## src/design/crcfhr_pkg.sv

```systemverilog
`default_nettype none
// ----------------------------------------------------------------------------
// crcfhr_pkg
// Shared types, protocol constants and the CRC-16/CCITT-FALSE byte update
// for the framed HELLO receiver.
// ----------------------------------------------------------------------------
package crcfhr_pkg;

  localparam logic [7:0]  SYNC_A       = 8'hD3;
  localparam logic [7:0]  SYNC_B       = 8'h91;
  localparam logic [7:0]  VER_CODE     = 8'h01;
  localparam logic [7:0]  ID_BLUE      = 8'h02;
  localparam logic [7:0]  ID_RED       = 8'h03;
  localparam logic [7:0]  TYPE_HELLO   = 8'h50;
  localparam logic [7:0]  TYPE_ACK     = 8'h7F;
  localparam logic [7:0]  PAYLOAD_FLAG = 8'h80;
  localparam logic [4:0]  FULL_MASK    = 5'h1F;
  localparam logic [15:0] CRC_POLY     = 16'h1021;
  localparam logic [15:0] CRC_INIT     = 16'hFFFF;

  // largest accepted payload length
  localparam int unsigned MAX_PAYLOAD_BYTES = 128;
  // header, length, check and trailer bytes around the payload
  localparam logic [7:0]  EXTRA_BYTES  = 8'd15;
  localparam logic [15:0] HELLO_LEN    = 16'd8;

  // ACK frame byte positions
  localparam int unsigned ACK_LEN      = 19;
  localparam logic [4:0]  ACK_CRC_FIRST = 5'd2;
  localparam logic [4:0]  ACK_CRC_LAST  = 5'd14;
  localparam logic [4:0]  ACK_LAST_IDX  = 5'(ACK_LEN - 1);

  localparam logic [7:0]  STATUS_OK    = 8'h00;
  localparam logic [7:0]  STATUS_FAIL  = 8'h04;

  typedef struct packed {
    logic [15:0] seq;
    logic [4:0]  mask;
  } ack_job_t;

  typedef struct packed {
    logic     valid;
    ack_job_t job;
  } job_xfer_t;

  function automatic logic [15:0] crc16_byte(input logic [15:0] c, input logic [7:0] b);
    logic [15:0] r;
    r = c ^ {b, 8'h00};
    for (int k = 0; k < 8; k++) begin
      r = r[15] ? ((r << 1) ^ CRC_POLY) : (r << 1);
    end
    return r;
  endfunction

endpackage
`default_nettype wire

```

## src/design/crcfhr_front.sv

```systemverilog
`default_nettype none
// ----------------------------------------------------------------------------
// crcfhr_front
// Frame parser: hunts the header, collects fields, runs the CRC and builds
// the check mask at the last byte; HELLOs with good ids/trailer queue ACKs.
// ----------------------------------------------------------------------------
module crcfhr_front (
  input  wire                    clk,
  input  wire                    rst_n,
  input  wire                    byte_en,
  input  wire  [7:0]             rx_byte,
  output crcfhr_pkg::job_xfer_t  push
);

  logic [7:0]  pos_r, pos_nxt;
  logic [7:0]  total_r, total_nxt;
  logic        trailer_r, trailer_nxt;
  logic [15:0] crc_r, crc_nxt;
  logic [15:0] rcv_r, rcv_nxt;
  logic [15:0] seq_r, seq_nxt;
  logic [7:0]  ver_r, src_r, dst_r, typ_r;
  logic [7:0]  ph0_r, ph1_r, ph2_r, ph3_r;

  logic [8:0]  pos9, tot9;
  logic [15:0] len;
  logic [15:0] frame_len;
  logic [4:0]  mask;
  logic        finish;

  assign pos9      = {1'b0, pos_r};
  assign tot9      = {1'b0, total_r};
  assign len       = {rx_byte, rcv_r[7:0]};
  assign frame_len = {8'h00, total_r - crcfhr_pkg::EXTRA_BYTES};

  always_comb begin
    mask[0] = trailer_r && (rx_byte == crcfhr_pkg::SYNC_A);
    mask[1] = (ver_r == crcfhr_pkg::VER_CODE);
    mask[2] = (src_r == crcfhr_pkg::ID_RED) && (dst_r == crcfhr_pkg::ID_BLUE);
    mask[3] = (typ_r == crcfhr_pkg::TYPE_HELLO) && (frame_len == crcfhr_pkg::HELLO_LEN)
              && (ph0_r == crcfhr_pkg::ID_BLUE) && (ph1_r == crcfhr_pkg::VER_CODE)
              && (ph2_r == crcfhr_pkg::PAYLOAD_FLAG) && (ph3_r == 8'h00);
    mask[4] = (rcv_r == crc_r);
  end

  always_comb begin
    pos_nxt     = pos_r;
    total_nxt   = total_r;
    trailer_nxt = trailer_r;
    crc_nxt     = crc_r;
    rcv_nxt     = rcv_r;
    seq_nxt     = seq_r;
    finish      = 1'b0;
    if (byte_en) begin
      if (pos_r == 8'd0) begin
        if (rx_byte == crcfhr_pkg::SYNC_A) pos_nxt = 8'd1;
      end else if (pos_r == 8'd1) begin
        if (rx_byte == crcfhr_pkg::SYNC_B) begin
          pos_nxt     = 8'd2;
          crc_nxt     = crcfhr_pkg::CRC_INIT;
          trailer_nxt = 1'b0;
        end else begin
          pos_nxt = (rx_byte == crcfhr_pkg::SYNC_A) ? 8'd1 : 8'd0;
        end
      end else begin
        pos_nxt = pos_r + 8'd1;
        if (pos_r == 8'd7) seq_nxt = {seq_r[15:8], rx_byte};
        if (pos_r == 8'd8) seq_nxt = {rx_byte, seq_r[7:0]};
        if (pos_r == 8'd9) rcv_nxt = {8'h00, rx_byte};
        if ((pos_r <= 8'd10) || (pos9 + 9'd5 <= tot9))
          crc_nxt = crcfhr_pkg::crc16_byte(crc_r, rx_byte);
        if (pos_r == 8'd10) begin
          if (len > 16'(crcfhr_pkg::MAX_PAYLOAD_BYTES)) begin
            pos_nxt     = 8'd0;
            total_nxt   = 8'd0;
            trailer_nxt = 1'b0;
          end else begin
            total_nxt = len[7:0] + crcfhr_pkg::EXTRA_BYTES;
          end
        end else if (total_r != 8'd0) begin
          if (pos9 + 9'd4 == tot9) begin
            rcv_nxt = {rcv_r[15:8], rx_byte};
          end else if (pos9 + 9'd3 == tot9) begin
            rcv_nxt = {rx_byte, rcv_r[7:0]};
          end else if (pos9 + 9'd2 == tot9) begin
            trailer_nxt = (rx_byte == crcfhr_pkg::SYNC_B);
          end else if (pos9 + 9'd1 == tot9) begin
            finish      = 1'b1;
            pos_nxt     = 8'd0;
            total_nxt   = 8'd0;
            trailer_nxt = 1'b0;
          end
        end
      end
    end
  end

  assign push.valid    = finish && mask[0] && mask[2] && (typ_r == crcfhr_pkg::TYPE_HELLO);
  assign push.job.seq  = seq_r;
  assign push.job.mask = mask;

  always_ff @(posedge clk) begin
    if (!rst_n) begin
      pos_r     <= 8'd0;
      total_r   <= 8'd0;
      trailer_r <= 1'b0;
      crc_r     <= crcfhr_pkg::CRC_INIT;
      rcv_r     <= 16'h0000;
      seq_r     <= 16'h0000;
    end else begin
      pos_r     <= pos_nxt;
      total_r   <= total_nxt;
      trailer_r <= trailer_nxt;
      crc_r     <= crc_nxt;
      rcv_r     <= rcv_nxt;
      seq_r     <= seq_nxt;
    end
  end

  always_ff @(posedge clk) begin
    if (byte_en && (pos_r == 8'd2)) ver_r <= rx_byte;
    if (byte_en && (pos_r == 8'd3)) src_r <= rx_byte;
    if (byte_en && (pos_r == 8'd4)) dst_r <= rx_byte;
    if (byte_en && (pos_r == 8'd5)) typ_r <= rx_byte;
    if (byte_en && (pos_r == 8'd11)) ph0_r <= rx_byte;
    if (byte_en && (pos_r == 8'd12)) ph1_r <= rx_byte;
    if (byte_en && (pos_r == 8'd13)) ph2_r <= rx_byte;
    if (byte_en && (pos_r == 8'd14)) ph3_r <= rx_byte;
  end

endmodule
`default_nettype wire

```

## src/design/crcfhr_queue.sv

```systemverilog
`default_nettype none
// ----------------------------------------------------------------------------
// crcfhr_queue
// Two-entry job queue between the frame parser and the ACK generator.
// ----------------------------------------------------------------------------
module crcfhr_queue (
  input  wire                        clk,
  input  wire                        rst_n,
  input  wire crcfhr_pkg::job_xfer_t push,
  input  wire                        pop,
  output crcfhr_pkg::job_xfer_t      head,
  output logic                       full
);

  crcfhr_pkg::ack_job_t mem_r [2];
  logic       wr_ptr_r, wr_ptr_nxt;
  logic       rd_ptr_r, rd_ptr_nxt;
  logic [1:0] cnt_r, cnt_nxt;

  assign full       = (cnt_r == 2'd2);
  assign head.valid = (cnt_r != 2'd0);
  assign head.job   = mem_r[rd_ptr_r];

  always_comb begin
    wr_ptr_nxt = push.valid ? ~wr_ptr_r : wr_ptr_r;
    rd_ptr_nxt = pop ? ~rd_ptr_r : rd_ptr_r;
    cnt_nxt    = cnt_r + {1'b0, push.valid} - {1'b0, pop};
  end

  always_ff @(posedge clk) begin
    if (!rst_n) begin
      wr_ptr_r <= 1'b0;
      rd_ptr_r <= 1'b0;
      cnt_r    <= 2'd0;
    end else begin
      wr_ptr_r <= wr_ptr_nxt;
      rd_ptr_r <= rd_ptr_nxt;
      cnt_r    <= cnt_nxt;
    end
  end

  always_ff @(posedge clk) begin
    if (push.valid) mem_r[wr_ptr_r] <= push.job;
  end

endmodule
`default_nettype wire

```

## src/design/crcfhr_ack_gen.sv

```systemverilog
`default_nettype none
// ----------------------------------------------------------------------------
// crcfhr_ack_gen
// Streams the 19-byte ACK frame for each queued job through an output
// register, computing the frame CRC on the fly.
// ----------------------------------------------------------------------------
module crcfhr_ack_gen (
  input  wire                        clk,
  input  wire                        rst_n,
  input  wire crcfhr_pkg::job_xfer_t head,
  output logic                       pop,
  output logic                       out_valid,
  input  wire                        out_stall,
  output logic [7:0]                 out_tx_byte,
  output logic                       out_last_of_ack,
  output logic                       out_link_verified
);

  logic [4:0]  idx_r, idx_nxt;
  logic [15:0] crc_r, crc_nxt;
  logic        valid_r;
  logic [7:0]  byte_r;
  logic        last_r, verified_r;

  logic        advance;
  logic        verified;
  logic [7:0]  status;
  logic [7:0]  cur_byte;

  assign advance  = head.valid && (!valid_r || !out_stall);
  assign verified = (head.job.mask == crcfhr_pkg::FULL_MASK);
  assign status   = verified ? crcfhr_pkg::STATUS_OK : crcfhr_pkg::STATUS_FAIL;
  assign pop      = advance && (idx_r == crcfhr_pkg::ACK_LAST_IDX);

  always_comb begin
    unique case (idx_r)
      5'd0:    cur_byte = crcfhr_pkg::SYNC_A;
      5'd1:    cur_byte = crcfhr_pkg::SYNC_B;
      5'd2:    cur_byte = crcfhr_pkg::VER_CODE;
      5'd3:    cur_byte = crcfhr_pkg::ID_BLUE;
      5'd4:    cur_byte = crcfhr_pkg::ID_RED;
      5'd5:    cur_byte = crcfhr_pkg::TYPE_ACK;
      5'd6:    cur_byte = crcfhr_pkg::ID_BLUE;
      5'd7:    cur_byte = head.job.seq[7:0];
      5'd8:    cur_byte = head.job.seq[15:8];
      5'd9:    cur_byte = 8'h04;
      5'd10:   cur_byte = 8'h00;
      5'd11:   cur_byte = crcfhr_pkg::TYPE_HELLO;
      5'd12:   cur_byte = status;
      5'd13:   cur_byte = {3'b000, head.job.mask};
      5'd14:   cur_byte = 8'h00;
      5'd15:   cur_byte = crc_r[7:0];
      5'd16:   cur_byte = crc_r[15:8];
      5'd17:   cur_byte = crcfhr_pkg::SYNC_B;
      5'd18:   cur_byte = crcfhr_pkg::SYNC_A;
      default: cur_byte = 8'h00;
    endcase
  end

  always_comb begin
    idx_nxt = idx_r;
    crc_nxt = crc_r;
    if (advance) begin
      idx_nxt = (idx_r == crcfhr_pkg::ACK_LAST_IDX) ? 5'd0 : idx_r + 5'd1;
      if (idx_r == 5'd0)
        crc_nxt = crcfhr_pkg::CRC_INIT;
      else if ((idx_r >= crcfhr_pkg::ACK_CRC_FIRST) && (idx_r <= crcfhr_pkg::ACK_CRC_LAST))
        crc_nxt = crcfhr_pkg::crc16_byte(crc_r, cur_byte);
    end
  end

  always_ff @(posedge clk) begin
    if (!rst_n) begin
      idx_r   <= 5'd0;
      crc_r   <= crcfhr_pkg::CRC_INIT;
      valid_r <= 1'b0;
    end else begin
      idx_r <= idx_nxt;
      crc_r <= crc_nxt;
      if (advance) valid_r <= 1'b1;
      else if (!out_stall) valid_r <= 1'b0;
    end
  end

  always_ff @(posedge clk) begin
    if (advance) begin
      byte_r     <= cur_byte;
      last_r     <= (idx_r == crcfhr_pkg::ACK_LAST_IDX);
      verified_r <= verified;
    end
  end

  assign out_valid         = valid_r;
  assign out_tx_byte       = byte_r;
  assign out_last_of_ack   = last_r;
  assign out_link_verified = verified_r;

endmodule
`default_nettype wire

```

## src/design/crc_framed_hello_receiver_unit.sv

```systemverilog
`default_nettype none
// ----------------------------------------------------------------------------
// crc_framed_hello_receiver_unit
// Framed HELLO receiver: parses D3 91 framed packets, checks them and
// answers each HELLO with good ids and trailer with a 19-byte ACK frame.
// ----------------------------------------------------------------------------
// One received byte is taken per clock cycle while in_stall is low; the
// parser updates the frame CRC one byte per cycle. A frame that earns an
// ACK queues a job in a two-entry queue, and the ACK generator sends one
// ACK byte per cycle when the output is not stalled. in_stall rises only
// while both queue entries hold pending ACKs. When the ACK generator is
// idle, the job is queued, then the first ACK byte enters the output register.
// ----------------------------------------------------------------------------
module crc_framed_hello_receiver_unit (
  input  wire        clk,
  input  wire        rst_n,
  input  wire        in_valid,
  output logic       in_stall,
  input  wire  [7:0] in_rx_byte,
  output logic       out_valid,
  input  wire        out_stall,
  output logic [7:0] out_tx_byte,
  output logic       out_last_of_ack,
  output logic       out_link_verified
);

  crcfhr_pkg::job_xfer_t push;
  crcfhr_pkg::job_xfer_t head;
  logic                  pop;
  logic                  full;
  logic                  byte_en;

  assign in_stall = full;
  assign byte_en  = in_valid && !full;

  crcfhr_front u_front (
    .clk     (clk),
    .rst_n   (rst_n),
    .byte_en (byte_en),
    .rx_byte (in_rx_byte),
    .push    (push)
  );

  crcfhr_queue u_queue (
    .clk   (clk),
    .rst_n (rst_n),
    .push  (push),
    .pop   (pop),
    .head  (head),
    .full  (full)
  );

  crcfhr_ack_gen u_ack_gen (
    .clk               (clk),
    .rst_n             (rst_n),
    .head              (head),
    .pop               (pop),
    .out_valid         (out_valid),
    .out_stall         (out_stall),
    .out_tx_byte       (out_tx_byte),
    .out_last_of_ack   (out_last_of_ack),
    .out_link_verified (out_link_verified)
  );

endmodule
`default_nettype wire
```

## config.mk

```make
export PLATFORM = sky130hd
export DESIGN_NAME = crc_framed_hello_receiver_unit
export DESIGN_NICKNAME = d
export VERILOG_FILES = /design/src/design/crcfhr_pkg.sv /design/src/design/crcfhr_front.sv /design/src/design/crcfhr_queue.sv /design/src/design/crcfhr_ack_gen.sv /design/src/design/crc_framed_hello_receiver_unit.sv
export SDC_FILE = /design/constraint.sdc
export NUM_CORES = 1
export LEC_CHECK = 0
export BUFFER_PORTS_ARGS = -buffer_cell sky130_fd_sc_hd__buf_2
export CORE_MARGIN = 8
export CORE_UTILIZATION = 40
export DETAILED_ROUTE_END_ITERATION = 8
export GPL_TIMING_DRIVEN = 0
export PLACE_DENSITY = 0.64
export SYNTH_ARGS = -nofsm -noshare
export SYNTH_HDL_FRONTEND = slang
export SYNTH_SLANG_ARGS = --single-unit
```

## constraint.sdc

```tcl
create_clock -name clk -period 9.6 [get_ports clk]
set_input_delay 1.92 -clock clk [delete_from_list [all_inputs] [get_ports clk]]
set_output_delay 1.92 -clock clk [all_outputs]
set_load 0.01 [all_outputs]
```

# Word-level counts from Yosys, hierarchy flattened
# Memories as Yosys holds them, arrays and structs flattened. A register that Yosys moved wholly into a read port is not among the register bits.
# Index checks and enable logic that the tools add are counted.
[totals]
n_memories = 1
ram_bits = 42
latchBits = 0
reg_bits = 165
output_inout_bits = 12
romBits = 0
input_bits = 12
[memory_table]
columns = ["name", "depth", "width", "read_ports", "rd_ports_with_merged_regs", "write_ports", "line", "rtl"]
rows = [
  ["u_queue.mem_r", 2, 21, 1, 1, 1, "crcfhr_queue.sv:15", "crcfhr_pkg::ack_job_t mem_r [2];"],
]
[classes]
bitwise = 23
n_eq_ne = 57
n_div = 0
addsub = 11
n_reduce_logical = 50
mul = 0
shifts = 0
n_mux = 74
order_cmp = 5
[op_table]
columns = ["cell", "n"]
rows = [
  ["two-way mux 13 bit", 16],
  ["two-way mux 16 bit", 11],
  ["two-way mux 8 bit", 19],
  ["case mux 8 bit (14 select lines)", 1],
  ["== test 8 x 4 -> 1 bit, second input constant", 8],
  ["inverter 3 bit", 16],
  ["== test 8 x 2 -> 1 bit, second input constant", 5],
  ["== test 9 x 8 -> 1 bit", 4],
  ["bitwise XOR 16 bit", 2],
  ["== test 5 x 4 -> 1 bit, second input constant", 6],
  ["two-way mux 1 bit", 25],
  ["== test 8 x 1 -> 1 bit, second input constant", 3],
  ["== test 8 x 3 -> 1 bit, second input constant", 3],
  ["== test 8 bit, second input constant", 3],
  ["logical AND 1 bit", 22],
  ["== test 5 x 3 -> 1 bit, second input constant", 4],
  ["== test 5 bit, second input constant", 4],
  ["adder 8 x 2 -> 9 bit, second input constant", 2],
  ["adder 8 x 3 -> 9 bit, second input constant", 2],
  ["== test 16 bit", 1],
  ["greater-than comparator 16 x 8 -> 1 bit, second input constant", 1],
  ["logical NOT 8 bit", 2],
  ["AND reduction 4 bit", 4],
  ["AND reduction 8 bit", 2],
  ["other kinds (33)", 54],
]

# Longest topological paths before layout
[logic_depth]
ltp_word = 22
ltp_mapped = 14
mapped_depth_nobuf = 12

# Hierarchy
# A second synthesis with hierarchy kept.
[unflattened]
hier_cells = 901
hier_area_um2 = 10423.7
[by_module_without_submodules]
columns = ["mod", "area_per_inst_um2", "seq_area_each_um2", "cells_each", "n_inst"]
rows = [
  ["crcfhr_front", 6475.0, 3223.1, 597, 1],
  ["crcfhr_ack_gen", 2112.0, 740.7, 217, 1],
  ["crcfhr_queue", 1823.0, 1361.3, 86, 1],
  ["crc_framed_hello_receiver_unit", 13.8, 0.0, 1, 1],
]

# Worst setup path after synthesis
# Ideal clock, no wire load.
[synth_path]
path_kind = "input -> register"
start = "input port in_rx_byte[2]"
end = "memory u_queue.mem_r[0][0] in the netlist's numbering (enable)"
cell_stages = 6
required_ns = 9.199
t_arrival_ns = 4.044
slack_ns = 5.154
setup_ns = 0.401
cell_sequence = "nor3_1 and4_1 and2_1 nand3_1 nor4b_4 nor2b_1"
[synth_lines]
columns = ["item", "line", "rtl"]
rows = [
  ["start, declared", "crc_framed_hello_receiver_unit.sv:19", "input wire [7:0] in_rx_byte,"],
  ["end, declared", "crcfhr_queue.sv:15", ""],
]

==> qor.yml <==
outcome:
  status: "completed"
clock_network:
  cts_buffer_depth: 3
  htreeDepth: 1
  cts_tree: "done"
  postCtsResizedCells: 0
  cts_num_sinks: 208
  clkSlewWorstSetupHoldPaths_ns: 0.06
  cts_root_buf: "clkbuf_16"
  clk_latency_ns: 0.51
  cts_hold_buf: 0
  cts_buffers: 23
  post_cts_buffers: 0
critical_path:
  path_max_fanout: 21
  worst_setup_path_end_kind: "flop"
  worstSetupPathType: "input port to flop"
  worstPathArrival_ns: 4.45
  critical_path_required_ns: 9.73
  startpoint_type: "input port"
  startpoint: "in_rx_byte[0]"
  r2r_setup_slack_ns: 5.32
  r2r-end: "u_queue.mem_r[1][18]"
  setup.worst_path.end: "u_queue.mem_r[1][18]"
  r2r-start: "u_front.pos_r[1]"
  reg2regPathDepth: 9
grt:
  grt_pass1_wl_um: 40200
  grt_antenna_before_repair: 0
  grt_overflow_total: 0
  grt_pass1_vias: 7285
  grt_use_total: 0.161
  grt_max_degree: 22
final_layout:
  seq_area_um2: 5330
  final_cell_mix: "edfxtp_1 (116), dfxtp_1 (92), nor2_1 (70)"
  fin_cells: 1319
  insertedDiodeCount: 0
  fin_nets: 1013
  multi_input_area_um2: 4610
  layout-drive-gt1-share: 0.110
  final_common_cell: "edfxtp_1"
  syn2layout_area_growth_pct: 12.9
  nFillCells: 2326
power:
  p_switching_w: 0.000389
  power_density_nw_per_um2: 161
  p_int_w: 0.00148
  max-vdd-ir-drop_mv: 0.127
  clkPwrFrac: 0.480
  p_comb_frac: 0.020
  leakage_nw: 4.05
  seqPwrFrac: 0.499
  swShare: 0.208
detailed_routing:
  drt_wl_total_um: 25600
  avgRoutedWirePerCell_um: 19.4
  drc_errors: 0
  antenna_left: 0
  drtIter0Drc: 671
  vias_per_cell: 5.68
  first_pass_iters: 5
  vias: 7486
synthesis:
  syn_area_um2: 10300
  syn_inst: 924
  syn_nets: 965
  synth_ff_type: "edfxtp_1"
  syn_avg_cell_area_um2: 11.1
  ys_ff_latch: 208
  yosysWarnings: 0
  synthArstFlopShare: 0
  synth_edf_count: 116
  yosysUniqueCellTypes: 89
  yosysSeqAreaShare: 0.518
floorplan:
  rows: 58
  die_y_um: 176
  die_x_um: 176
  start_util: 0.408
  die_area_um2: 31100
  io_pins: 24
  core_um2: 25200
placed_design:
  io_buffers: 22
  post-place-cells: 1277
  dp_hpwl_um: 18100
  routabilityCongestion: 0.910
sta:
  rsz0062_at_grt: "false"
  fin_worst_skew_ns: 0.0151
  max_slew_margin: 0.355
  tightest_slew_ns: 0.968
  setup_violations: 0
  tns_ns: 0
  fin_crit_sh: 0.450
  fmax_mhz: 232
  hold_violations: 0
  report.final.slew_viol_count: 0
  period_needed_ns: 4.32
job:
  cap_violations: 0
hold_path:
  min_path_type: "flop to flop"
-- state kept, by name, summed over array words and instances, names as in the netlist, 16 cells and up, named ones only --
name	flops
u_front.crc_r	16
u_front.seq_r	16
u_queue.mem_r	42
u_ack_gen.crc_r	16
u_front.rcv_r	16
-- critical path: stages --
cell and delay [ns]:
buf_2 0.36, and3_1 0.24, and4_1 0.25, and2_1 0.24, nand3_1 0.15, nor4b_4 0.43, and2_1 0.83
-- metal layers --
metal / up-vias / routed length [um] / part of all wire / GRT usage
li1: 3541 / - / - / -
met1: 3655 / 11400 / 0.45 / 0.212
met2: 244 / 12000 / 0.47 / 0.265
met3: 46 / 1410 / 0.055 / 0.0241
met4: 0 / 755 / 0.030 / 0.0551
met5: - / 0 / 0 / 0
-- logic make-up after synthesis --
group / count (synthesis) / share of synthesized area
flip-flops: 208 / 0.518
AO/OA/AOI/OAI: 171 / 0.118
multiplexers: 53 / 0.0520
buffers and inverters: 82 / 0.0341
AND/OR/NAND/NOR: 290 / 0.156
adder cells (fa/ha/maj): 29 / 0.0353
XOR/XNOR: 91 / 0.0859
-- power groups by stage --
stage	Combinational, W	Sequential (W)	Clock, W
CTS	0.0000385	0.000935	0.000916
detailed placement	0.0000385	0.000955	0
floorplan	0.0000186	0.000955	0
global placement	0.0000382	0.000955	0
finish	0.0000382	0.000935	0.000899
global route	0.0000409	0.000935	0.000948
-- cell usage after synthesis, types with 5 or more instances --
cell type | number | area [um^2]
a211oi_1 | 5 | 37.5
a21o_1 | 6 | 45.0
a21oi_1 | 45 | 225
a22o_1 | 8 | 70.1
a31oi_1 | 9 | 56.3
and2_1 | 6 | 37.5
and3_1 | 20 | 125
buf_2 | 13 | 65.1
buf_4 | 5 | 37.5
clkbuf_1 | 26 | 97.6
dfxtp_1 | 92 | 1840
edfxtp_1 | 116 | 3480
ha_1 | 29 | 363
inv_1 | 32 | 120
mux2i_1 | 50 | 500
nand2_1 | 56 | 210
nand3_1 | 20 | 100
nand4_1 | 18 | 113
nor2_1 | 70 | 263
nor2b_1 | 9 | 56.3
nor3_1 | 14 | 70.1
nor4_1 | 27 | 169
nor4b_1 | 6 | 52.6
o211ai_1 | 8 | 60.1
o21ai_0 | 16 | 80.1
o21ai_1 | 10 | 50.1
o221ai_1 | 6 | 52.6
o22ai_1 | 10 | 62.6
xnor2_1 | 54 | 473
xor2_1 | 30 | 263
-- layout make-up --
| class | instances | area share |
|---|---|---|
| clock inverter | 17 | 0.0156 |
| tap | 330 | 0.0356 |
| multi-input combinational | 634 | 0.397 |
| buffer | 48 | 0.0192 |
| sequential | 208 | 0.459 |
| timing repair buffer | 23 | 0.0108 |
| inverter | 34 | 0.0110 |
| clock buffer | 25 | 0.0520 |
-- per-stage QoR --
stage	setup slack, ns	instance area [um^2]	power [W]	hold slack, ns	utilization
finish	5.28	11600	0.00187	0.457	0.461
global route	5.07	11600	0.00192	0.470	0.461
CTS	5.23	11600	0.00189	0.455	0.461
detailed placement	4.70	10800	0.000993	0.446	0.430
global placement	4.05	10800	0.000993	0.433	0.429
floorplan	5.15	10300	0.000973	0.425	-
-- worst min path at each step --
stage / slack [ns] / end / depth (start not counted) / startpoint
6_report: 0.46 / u_queue.mem_r[0][12] / 0 / u_front.seq_r[7]
5_1_grt: 0.47 / u_queue.mem_r[1][6] / 0 / u_front.seq_r[1]
4_1_cts: 0.45 / u_queue.mem_r[0][12] / 0 / u_front.seq_r[7]
3_5_place_dp: 0.45 / u_queue.mem_r[0][6] / 0 / u_front.seq_r[1]
3_3_place_gp: 0.43 / u_queue.mem_r[0][7] / 0 / u_front.seq_r[2]
2_1_floorplan: 0.42 / u_queue.mem_r[0][10] / 0 / u_front.seq_r[5]
No activity file was read; power rests on OpenSTA's default activity.
